===== config.mk =====
export PLATFORM = sky130hd
export DESIGN_NAME = orbit_weight_crossing_search
export DESIGN_NICKNAME = d
export VERILOG_FILES = /design/src/sv/owcs_pkg.sv /design/src/sv/owcs_step_unit.sv /design/src/sv/owcs_seq.sv /design/src/sv/orbit_weight_crossing_search.sv
export SDC_FILE = /design/constraint.sdc
export NUM_CORES = 1
export LEC_CHECK = 0
export BUFFER_PORTS_ARGS = -buffer_cell sky130_fd_sc_hd__buf_2
export CAP_MARGIN = 20
export CORE_ASPECT_RATIO = 0.5
export CORE_MARGIN = 3
export CORE_UTILIZATION = 45
export CTS_BUF_LIST = sky130_fd_sc_hd__clkbuf_2
export DETAILED_ROUTE_END_ITERATION = 12
export PLACE_DENSITY_LB_ADDON = 0.12
export SYNTH_ARGS = -nofsm -noshare
export SYNTH_HDL_FRONTEND = slang
export SYNTH_HIERARCHICAL = 1
export SYNTH_SLANG_ARGS = --single-unit

===== constraint.sdc =====
create_clock -name clk -period 17.7 [get_ports clk]
set_input_delay 2.655 -clock clk [delete_from_list [all_inputs] [get_ports clk]]
set_output_delay 2.655 -clock clk [all_outputs]
set_load 0.03 [all_outputs]

===== src/sv/owcs_pkg.sv =====
// Package for the orbit weight crossing search: types, codes and the step matrix.
`timescale 1ns / 1ps

package owcs_pkg;

  localparam int WORD_W   = 64;
  localparam int WEIGHT_W = 22;
  localparam int STEPS_W  = 16;
  localparam int COUNT_W  = 17;
  localparam int ONES_W   = 7;
  localparam int CFG_IDX_W = 2;
  localparam int CFG_DATA_W = 22;

  localparam logic [WORD_W-1:0]   GEN_POLY        = 64'hF4845518B9582A1F;
  localparam logic [WEIGHT_W-1:0] RESET_THRESHOLD = 22'd188766;
  localparam logic [STEPS_W-1:0]  RESET_MAX_STEPS = 16'd32772;

  // Configuration register indexes.
  localparam logic [CFG_IDX_W-1:0] CFG_THRESHOLD = 2'd0;
  localparam logic [CFG_IDX_W-1:0] CFG_MAX_STEPS = 2'd1;

  typedef logic [WORD_W-1:0] word_t;
  typedef word_t [WORD_W-1:0] matrix_t;

  typedef enum logic {
    ST_IDLE,
    ST_RUN
  } state_t;

  typedef struct packed {
    logic [COUNT_W-1:0]  crossing_step;
    logic                crossed;
    logic [WEIGHT_W-1:0] final_weight;
  } result_t;

  // Bit k becomes the XOR of bits 0 to k.
  function automatic word_t prefix_xor(word_t v);
    word_t t;
    t = v;
    t = t ^ (t << 1);
    t = t ^ (t << 2);
    t = t ^ (t << 4);
    t = t ^ (t << 8);
    t = t ^ (t << 16);
    t = t ^ (t << 32);
    return t;
  endfunction

  function automatic word_t clmul_lo(word_t a, word_t b);
    word_t r;
    r = '0;
    for (int k = 0; k < WORD_W; k++) begin
      if (b[k]) begin
        r = r ^ (a << k);
      end
    end
    return r;
  endfunction

  // Upper product bits of GEN_POLY times m, with the top bit holding the parity of m.
  function automatic word_t clmul_hi_par(word_t m);
    word_t hi;
    hi = '0;
    for (int k = 0; k < WORD_W; k++) begin
      if (m[k]) begin
        if (k != 0) begin
          hi = hi ^ (GEN_POLY >> (WORD_W - k));
        end
        hi[WORD_W-1] = ~hi[WORD_W-1];
      end
    end
    return hi;
  endfunction

  // Rows of the combined step matrix: the column matrix followed by the prefix XOR.
  // Both are linear, so the prefix of each column is the column of the product.
  function automatic matrix_t build_step_rows();
    word_t   inv;
    word_t   prod;
    word_t   col;
    matrix_t rows;
    inv  = word_t'(1);
    rows = '0;
    for (int k = 1; k < WORD_W; k++) begin
      prod = clmul_lo(GEN_POLY, inv);
      if (prod[k]) begin
        inv[k] = 1'b1;
      end
    end
    for (int k = 0; k < WORD_W; k++) begin
      col = prefix_xor(clmul_hi_par(clmul_lo(word_t'(1) << k, inv)));
      for (int j = 0; j < WORD_W; j++) begin
        rows[j][k] = col[j];
      end
    end
    return rows;
  endfunction

  localparam matrix_t STEP_ROWS = build_step_rows();

endpackage


===== src/sv/owcs_step_unit.sv =====
// Shared step unit: next prefix word through the constant matrix, and popcount.
`timescale 1ns / 1ps

module owcs_step_unit (
  input  owcs_pkg::word_t                    prefix_word,
  output owcs_pkg::word_t                    next_prefix,
  output logic [owcs_pkg::ONES_W-1:0]        prefix_ones
);

  always_comb begin
    for (int j = 0; j < owcs_pkg::WORD_W; j++) begin
      next_prefix[j] = ^(prefix_word & owcs_pkg::STEP_ROWS[j]);
    end
  end

  assign prefix_ones = owcs_pkg::ONES_W'($countones(prefix_word));

endmodule


===== src/sv/owcs_seq.sv =====
// Sequencer: orbit state, running weight, step count and the result register.
`timescale 1ns / 1ps

module owcs_seq (
  input  logic                              clk,
  input  logic                              rst_n,
  input  logic                              in_valid,
  output logic                              in_stall,
  input  owcs_pkg::word_t                   in_drive,
  input  logic [owcs_pkg::WEIGHT_W-1:0]     threshold,
  input  logic [owcs_pkg::STEPS_W-1:0]      max_steps,
  output logic                              out_valid,
  input  logic                              out_stall,
  output owcs_pkg::result_t                 out_word
);

  owcs_pkg::state_t state_r, state_nxt;
  owcs_pkg::word_t  prefix_r;
  owcs_pkg::word_t  next_prefix;
  logic [owcs_pkg::ONES_W-1:0]   prefix_ones;
  logic [owcs_pkg::WEIGHT_W-1:0] weight_r;
  logic [owcs_pkg::COUNT_W-1:0]  step_r;
  logic                          out_valid_r, out_valid_nxt;
  owcs_pkg::result_t             out_word_r, result_nxt;

  logic [owcs_pkg::WEIGHT_W-1:0] weight_sum;
  logic [owcs_pkg::COUNT_W-1:0]  step_inc;
  logic [owcs_pkg::COUNT_W-1:0]  limit_plus;
  logic at_limit, hit, finish, out_free;
  logic load, advance, emit;

  owcs_step_unit u_step (
    .prefix_word (prefix_r),
    .next_prefix (next_prefix),
    .prefix_ones (prefix_ones)
  );

  assign weight_sum = weight_r + owcs_pkg::WEIGHT_W'(prefix_ones);
  assign step_inc   = step_r + owcs_pkg::COUNT_W'(1);
  assign limit_plus = owcs_pkg::COUNT_W'(max_steps) + owcs_pkg::COUNT_W'(1);
  assign at_limit   = (step_r == owcs_pkg::COUNT_W'(max_steps));
  assign hit        = (weight_sum > threshold);
  assign finish     = (state_r == owcs_pkg::ST_RUN) && (at_limit || hit);
  assign out_free   = !out_valid_r || !out_stall;

  // Next state.
  always_comb begin
    state_nxt = state_r;
    unique case (state_r)
      owcs_pkg::ST_IDLE: begin
        if (in_valid) begin
          state_nxt = owcs_pkg::ST_RUN;
        end
      end
      owcs_pkg::ST_RUN: begin
        if (finish && out_free) begin
          state_nxt = owcs_pkg::ST_IDLE;
        end
      end
      default: state_nxt = owcs_pkg::ST_IDLE;
    endcase
  end

  // Control outputs.
  always_comb begin
    in_stall = 1'b1;
    load     = 1'b0;
    advance  = 1'b0;
    emit     = 1'b0;
    unique case (state_r)
      owcs_pkg::ST_IDLE: begin
        in_stall = 1'b0;
        load     = in_valid;
      end
      owcs_pkg::ST_RUN: begin
        advance = !finish;
        emit    = finish && out_free;
      end
      default: in_stall = 1'b1;
    endcase
  end

  // The step limit wins over the weight test: a step beyond the limit is never examined.
  always_comb begin
    if (at_limit) begin
      result_nxt.crossing_step = limit_plus;
      result_nxt.crossed       = 1'b0;
      result_nxt.final_weight  = weight_r;
    end else begin
      result_nxt.crossing_step = step_inc;
      result_nxt.crossed       = 1'b1;
      result_nxt.final_weight  = weight_sum;
    end
  end

  always_comb begin
    out_valid_nxt = out_valid_r && out_stall;
    if (emit) begin
      out_valid_nxt = 1'b1;
    end
  end

  always_ff @(posedge clk) begin
    if (!rst_n) begin
      state_r     <= owcs_pkg::ST_IDLE;
      out_valid_r <= 1'b0;
    end else begin
      state_r     <= state_nxt;
      out_valid_r <= out_valid_nxt;
    end
  end

  always_ff @(posedge clk) begin
    if (load) begin
      prefix_r <= owcs_pkg::prefix_xor(in_drive);
      weight_r <= '0;
      step_r   <= '0;
    end else if (advance) begin
      prefix_r <= next_prefix;
      weight_r <= weight_sum;
      step_r   <= step_inc;
    end
    if (emit) begin
      out_word_r <= result_nxt;
    end
  end

  assign out_valid = out_valid_r;
  assign out_word  = out_word_r;

endmodule


===== src/sv/orbit_weight_crossing_search.sv =====
// Top level of the orbit weight crossing search: configuration registers and sequencer.
//   channel | direction | handshake          | payload
//   in_     | input     | in_valid/in_stall  | in_drive[63:0]
//   out_    | output    | out_valid/out_stall| out_crossing_step[16:0], out_crossed,
//           |           |                    | out_final_weight[21:0]
//   cfg_    | input     | cfg_valid/cfg_ready| cfg_index[1:0], cfg_wdata[21:0]
// A word is accepted in an idle cycle; the sequencer then examines one orbit step per cycle
// through the shared matrix and popcount unit. A search that reaches the step limit ends
// with a limit test that examines no further step.
// The input side is stalled from acceptance until the result enters the output register.
// While that register holds a stalled result the sequencer waits on its last step; the
// next word is accepted while the latest result waits.
// Reset is synchronous and restores both registers to their defaults.
`timescale 1ns / 1ps

module orbit_weight_crossing_search (
  input  logic                               clk,
  input  logic                               rst_n,
  input  logic                               in_valid,
  output logic                               in_stall,
  input  logic [owcs_pkg::WORD_W-1:0]        in_drive,
  output logic                               out_valid,
  input  logic                               out_stall,
  output logic [owcs_pkg::COUNT_W-1:0]       out_crossing_step,
  output logic                               out_crossed,
  output logic [owcs_pkg::WEIGHT_W-1:0]      out_final_weight,
  input  logic                               cfg_valid,
  output logic                               cfg_ready,
  input  logic [owcs_pkg::CFG_IDX_W-1:0]     cfg_index,
  input  logic [owcs_pkg::CFG_DATA_W-1:0]    cfg_wdata
);

  logic [owcs_pkg::WEIGHT_W-1:0] threshold_r;
  logic [owcs_pkg::STEPS_W-1:0]  max_steps_r;
  owcs_pkg::result_t             result;

  assign cfg_ready = 1'b1;

  always_ff @(posedge clk) begin
    if (!rst_n) begin
      threshold_r <= owcs_pkg::RESET_THRESHOLD;
      max_steps_r <= owcs_pkg::RESET_MAX_STEPS;
    end else if (cfg_valid && cfg_ready) begin
      unique case (cfg_index)
        owcs_pkg::CFG_THRESHOLD: threshold_r <= cfg_wdata[owcs_pkg::WEIGHT_W-1:0];
        owcs_pkg::CFG_MAX_STEPS: max_steps_r <= cfg_wdata[owcs_pkg::STEPS_W-1:0];
        default: ;
      endcase
    end
  end

  owcs_seq u_seq (
    .clk       (clk),
    .rst_n     (rst_n),
    .in_valid  (in_valid),
    .in_stall  (in_stall),
    .in_drive  (in_drive),
    .threshold (threshold_r),
    .max_steps (max_steps_r),
    .out_valid (out_valid),
    .out_stall (out_stall),
    .out_word  (result)
  );

  assign out_crossing_step = result.crossing_step;
  assign out_crossed       = result.crossed;
  assign out_final_weight  = result.final_weight;

endmodule


==> Word-level counts from Yosys, hierarchy flattened <==
Cells that the tools add are included.
{ "classes": {"n_addsub": 66, "n_reduce_logical": 76, "eq_ne": 2, "magnitude_cmp": 1, "bitwise_logic": 7, "muxes": 11} }
{ "ops": {"columns": ["operator", "count"], "rows": [
  ["$reduce_xor 64->1", 64],
  ["$xor 64x64->64", 6],
  ["$mux 64", 2],
  ["$add 7x7->7", 15],
  ["$add 1x1->2", 32],
  ["$add 2x2->3", 16],
  ["$mux 40", 1],
  ["$add 22x7->22", 1],
  ["$gt 22x22->1", 1],
  ["$add 16x1->17 const B", 1],
  ["$add 17x1->17 const B", 1],
  ["$eq 17x16->1", 1],
  ["$mux 1", 7],
  ["$reduce_and 2->1", 2],
  ["$logic_and 1x1->1", 3],
  ["$logic_not 1->1", 3],
  ["$eq 2x1->1 const B", 1],
  ["$logic_not 2->1", 1],
  ["$logic_or 1x1->1", 2],
  ["$pmux 1 s2", 1],
  ["$reduce_bool 2->1", 1],
  ["$not 1->1", 1]
]} }
{ "totals": {"register_bits": 183, "inputBits": 93} }

==> Depth between registers and ports, before layout <==
{ "logic_depth": {"depth_word": 14, "mapped_depth": 39, "ltp_nobuf": 38} }

==> Hierarchy <==
Netlist, hierarchy kept.
{ "modules_own_cells": {"columns": ["module", "n_inst", "seq_area_each_um2", "cells_each", "area_each_um2"], "rows": [
  ["owcs_step_unit", 1, 0.0, 1134, 10600.2],
  ["owcs_seq", 1, 3943.8, 851, 8789.7],
  ["orbit_weight_crossing_search", 1, 760.7, 160, 1566.5]
]} }

==> Worst setup path after synthesis <==
No wires, ideal clock.
{ "synth_timing": {"path_type": "reg-to-reg", "from": "register u_seq.prefix_r[40]", "to": "register u_seq.out_word_r (netlist bit u_seq/out_word[0]) (enable)", "path_stages_with_launch": 34, "path_slack_ns": 6.456, "required_ns": 17.248, "setup_ns": 0.452, "arrival_time_ns": 10.792, "n_path_buf": 1, "path_cell_list": "edfxtp_1 -> fa_1 -> ha_1 -> ha_1 -> inv_1 -> fa_1 -> inv_1 -> fa_1 -> fa_1 -> fa_1 -> fa_1 -> fa_1 -> fa_1 -> fa_1 -> inv_1 -> fa_1 -> nor2b_1 -> o21ai_0 -> a21boi_0 -> o21a_1 -> o21ai_0 -> a211oi_1 -> nand2_1 -> xnor2_1 -> ha_1 -> nand4_1 -> nor2_1 -> inv_1 -> o211ai_1 -> o211ai_1 -> and2_1 -> clkbuf_1 -> nand2b_1 -> a21oi_1"} }
{ "synth_between": {"elab_chain_cells": 12} }
{ "synth_rtl": {"columns": ["item", "line_no", "source"], "rows": [
  ["start, declared", "owcs_seq.sv:18", "owcs_pkg::word_t prefix_r;"],
  ["start signal, assigned", "owcs_seq.sv:115", "prefix_r <= owcs_pkg::prefix_xor(in_drive);"],
  ["start signal, assigned", "owcs_seq.sv:119", "prefix_r <= next_prefix;"],
  ["$add 1x1->2 (implied by the code)", "owcs_step_unit.sv:16", "assign prefix_ones = owcs_pkg::ONES_W'($countones(prefix_word));"],
  ["$add 2x2->3 (implied by the code)", "owcs_step_unit.sv:16", null],
  ["$add 7x7->7 (implied by the code) (4 in series)", "owcs_step_unit.sv:16", null],
  ["via u_seq.prefix_ones, one bit", "owcs_seq.sv:20", "logic [owcs_pkg::ONES_W-1:0] prefix_ones;"],
  ["$add 22x7->22", "owcs_seq.sv:38", "assign weight_sum = weight_r + owcs_pkg::WEIGHT_W'(prefix_ones);"],
  ["via u_seq.weight_sum, one bit", "owcs_seq.sv:26", "logic [owcs_pkg::WEIGHT_W-1:0] weight_sum;"],
  ["$gt 22x22->1", "owcs_seq.sv:42", "assign hit = (weight_sum > threshold);"],
  ["$logic_or 1x1->1", "owcs_seq.sv:43", "assign finish = (state_r == owcs_pkg::ST_RUN) && (at_limit || hit);"],
  ["$logic_and 1x1->1", "owcs_seq.sv:43", null],
  ["$logic_and 1x1->1", "owcs_seq.sv:77", "emit = finish && out_free;"],
  ["$mux 1", "owcs_seq.sv:70", "unique case (state_r)"],
  ["via u_seq.emit", "owcs_seq.sv:30", "logic load, advance, emit;"],
  ["end signal, assigned", "owcs_seq.sv:124", "out_word_r <= result_nxt;"],
  ["end, declared", "owcs_seq.sv:24", "owcs_pkg::result_t out_word_r, result_nxt;"]
]} }
The timed path passes the listed nets, and every way through them passes these cells.
A chain may end at the register's enable or synchronous reset.

==> Worst setup path in the final report <==
{ "layout_timing": {"from": "register u_seq.prefix_r[39]", "to": "register u_seq/weight_r[21] in the netlist's numbering"} }
{ "layout_between": {"elab_chain_cells": 12} }
{ "layout_rtl": {"columns": ["item", "line_no", "source"], "rows": [
  ["$add 1x1->2 (implied by the code)", "owcs_step_unit.sv:16", null],
  ["$add 2x2->3 (implied by the code)", "owcs_step_unit.sv:16", null],
  ["$add 7x7->7 (implied by the code) (4 in series)", "owcs_step_unit.sv:16", null],
  ["via u_seq.prefix_ones, one bit", "owcs_seq.sv:20", null],
  ["$add 22x7->22", "owcs_seq.sv:38", null],
  ["via u_seq.weight_sum, one bit", "owcs_seq.sv:26", null],
  ["$gt 22x22->1", "owcs_seq.sv:42", null],
  ["$logic_or 1x1->1", "owcs_seq.sv:43", null],
  ["$logic_and 1x1->1", "owcs_seq.sv:43", null],
  ["$logic_not 1->1", "owcs_seq.sv:76", "advance = !finish;"],
  ["$mux 1", "owcs_seq.sv:70", null],
  ["end signal, assigned", "owcs_seq.sv:120", "weight_r <= weight_sum;"],
  ["end, declared", "owcs_seq.sv:21", "logic [owcs_pkg::WEIGHT_W-1:0] weight_r;"]
]} }
The timed path passes the listed nets, and every way through them passes these cells.

==> metrics.yaml <==
clkSlewWorstSetupHoldPaths_ns: 0.35
r2r_slack_ns: 6.51
insertion_delay_ns: 0.89
cts_tree: "built"
timing.rr.end: "u_seq/weight_r[21]"
cp_max_fo: 65
grt_pass1_vias: 14592
synth_nets: 2378
worstPathArrival_ns: 12.02
syn_inst: 2145
syn_area_mm2: 0.0210
setup_viol: 0
critical-path-top-delay-family: "adder cells"
hold_violations: 0
ys_async_sr_fraction: 0
rows: 55
die_w_um: 311
seq_area_mm2: 0.00470
worstRegToRegCells: 36
drtIter0Drc: 1635
ys_ff_latch: 183
crit-reg2reg-launch: "u_seq/prefix_r[39]"
tritoncts.num_buffers: 17
grt_pass1_wl_um: 109000
final_cell_mix: "xnor2_1, xor2_1, nand2_1"
vias: 15171
drcViolationCount: 0
critPathMaxStageDelay_ns: 0.89
crit_type: "reg -> reg"
ctsLongestPathBuffers: 2
synth-edff-count: 104
syn_to_final_growth_pct: 6.17
rsz0062_at_grt: "no"
antenna_found_initial: 1
synth_top_area_share: 0.305
start_kind: "flip-flop"
initial_core_util: 0.460
routabilityCongestion: 1.06
max_freq_mhz: 89.3
layout_commonest_cell: "xnor2_1"
dieArea_mm2: 0.0494
cts.sinks: 183
holdPathEnd: "threshold_r[16]"
drtAntennaViolNets: 0
whs_path_depth: 2
cts_resized: 0
coreArea_mm2: 0.0456
status: "finished, final reports clean"
synth_top_cells_by_area: "xnor2_1, edfxtp_1, xor2_1, dfxtp_1, fa_1"
ios: 136
multiInputGateArea_mm2: 0.0150
wl_per_cell_um: 27.4
io_buffers: 134
cts_setup_buffers: 0
yosys.area.top_type: "xnor2_1"
synthFlopType: "edfxtp_1"
tns_ns: 0
worstMarginPinSlew_ns: 1.09
end_kind: "flip-flop"
synth_cell_types: 59
worstPathRequired_ns: 18.53
final_max_slew_viol_count: 0
grtUsageTotal: 0.314
finClkSkew_ns: 0.0769
hold_path_class: "reg -> reg"
final_nets: 2418
crit_buf_inv: 7
holdCritStartpoint: "threshold_r[16]"
crit_path_frequent_cell: "fa_1"
fin_crit_sh: 0.632
min_period_ns: 11.19
clock-root-buffer: "clkbuf_2"
die_y_um: 159
synth_warnings: 6
dp_hpwl_um: 62100
htree_levels: 4
grt_max_degree: 78
num-fill-cells: 4439
path_depth: 36
maxSlewHeadroom: 0.270
cpMaxStageDelayCell: "edfxtp_1"
first_pass_iters: 7
synth-seq-area-share: 0.224
max_cap_violations: 0
ctsHoldBuffers: 0
via_per_inst: 5.37
drt_wl_total_um: 77400
syn_area_per_cell_um2: 9.77
drive_gt1_frac: 0.123
grt_remaining_overflow: 0
## flip-flops by register name, summed over array words and instances, names as in the netlist
register	cells
u_seq/prefix_r	64
u_seq/weight_r	22
u_seq/state_r	1
u_seq/step_r	17
u_seq/out_valid	1
u_seq/out_word	40
threshold_r	22
max_steps_r	16
## tightest hold or removal path, delay by kind of cell (launching register included)
family           cells  cell delay, ns
DFF                  1            0.39
muxes                1            0.05
and+or+nand+nor      1            0.06
## metrics by stage
step	worst slack (ns)	cells	area, µm²	hold WS [ns]	utilization
2_1_floorplan	6.46	2145	21000	0.435	-
3_3_place_gp	6.68	2793	22000	0.446	0.482
3_5_place_dp	6.53	2793	22000	0.451	0.482
4_1_cts	6.50	2825	22200	0.478	0.488
5_1_grt	5.71	2826	22300	0.502	0.488
6_report	6.51	2826	22300	0.479	0.488
## layout make-up
class | count | area share
Sequential cell | 183 | 0.211
Antenna cell | 1 | 0.000112
Clock buffer | 17 | 0.00382
Tap cell | 627 | 0.0353
Clock inverter | 15 | 0.00939
Multi-Input combinational cell | 1661 | 0.673
Inverter | 159 | 0.0268
Timing Repair Buffer | 163 | 0.0399
## synth_stat cells, types with 33 or more instances
library cell / n
xnor3_1: 33
nand3_1: 35
fa_1: 60
edfxtp_1: 104
nand2_1: 166
clkbuf_1: 48
ha_1: 80
dfxtp_1: 79
o21ai_0: 76
inv_1: 159
buf_2: 74
xnor2_1: 730
a21oi_1: 33
xor2_1: 190
## how the worst max path moves through the flow
stage	slack, ns	from	end
4_1_cts	6.50	u_seq/prefix_r[39]	u_seq/weight_r[21]
2_1_floorplan	6.46	u_seq/prefix_r[40]	u_seq/out_word[0]
6_report	6.51	u_seq/prefix_r[39]	u_seq/weight_r[21]
3_3_place_gp	6.68	u_seq/prefix_r[43]	u_seq/weight_r[21]
5_1_grt	5.71	u_seq/prefix_r[39]	u_seq/weight_r[21]
3_5_place_dp	6.53	u_seq/prefix_r[43]	u_seq/weight_r[21]
## metal layers
layer  track usage  up-vias  wire [µm]
met1         0.445     7397      34700
met4         0.102        0       2930
li1              -     6874          -
met3        0.0791      145       7610
met5             0        -          0
met2         0.469      755      32100
## cells by family after synthesis
kind of cell | synth area share
xor gates and xnor gates | 0.471
buffers and inverters | 0.0620
and+or+nand+nor | 0.0657
DFF | 0.224
AOI/OAI and AO/OA | 0.0462
adders and majority gates | 0.105
muxes | 0.0250
other | 0.000179
Power is left out: the tool's default activity adds up to more than one toggle a clock period on the data nets, which glitch-free logic cannot reach.
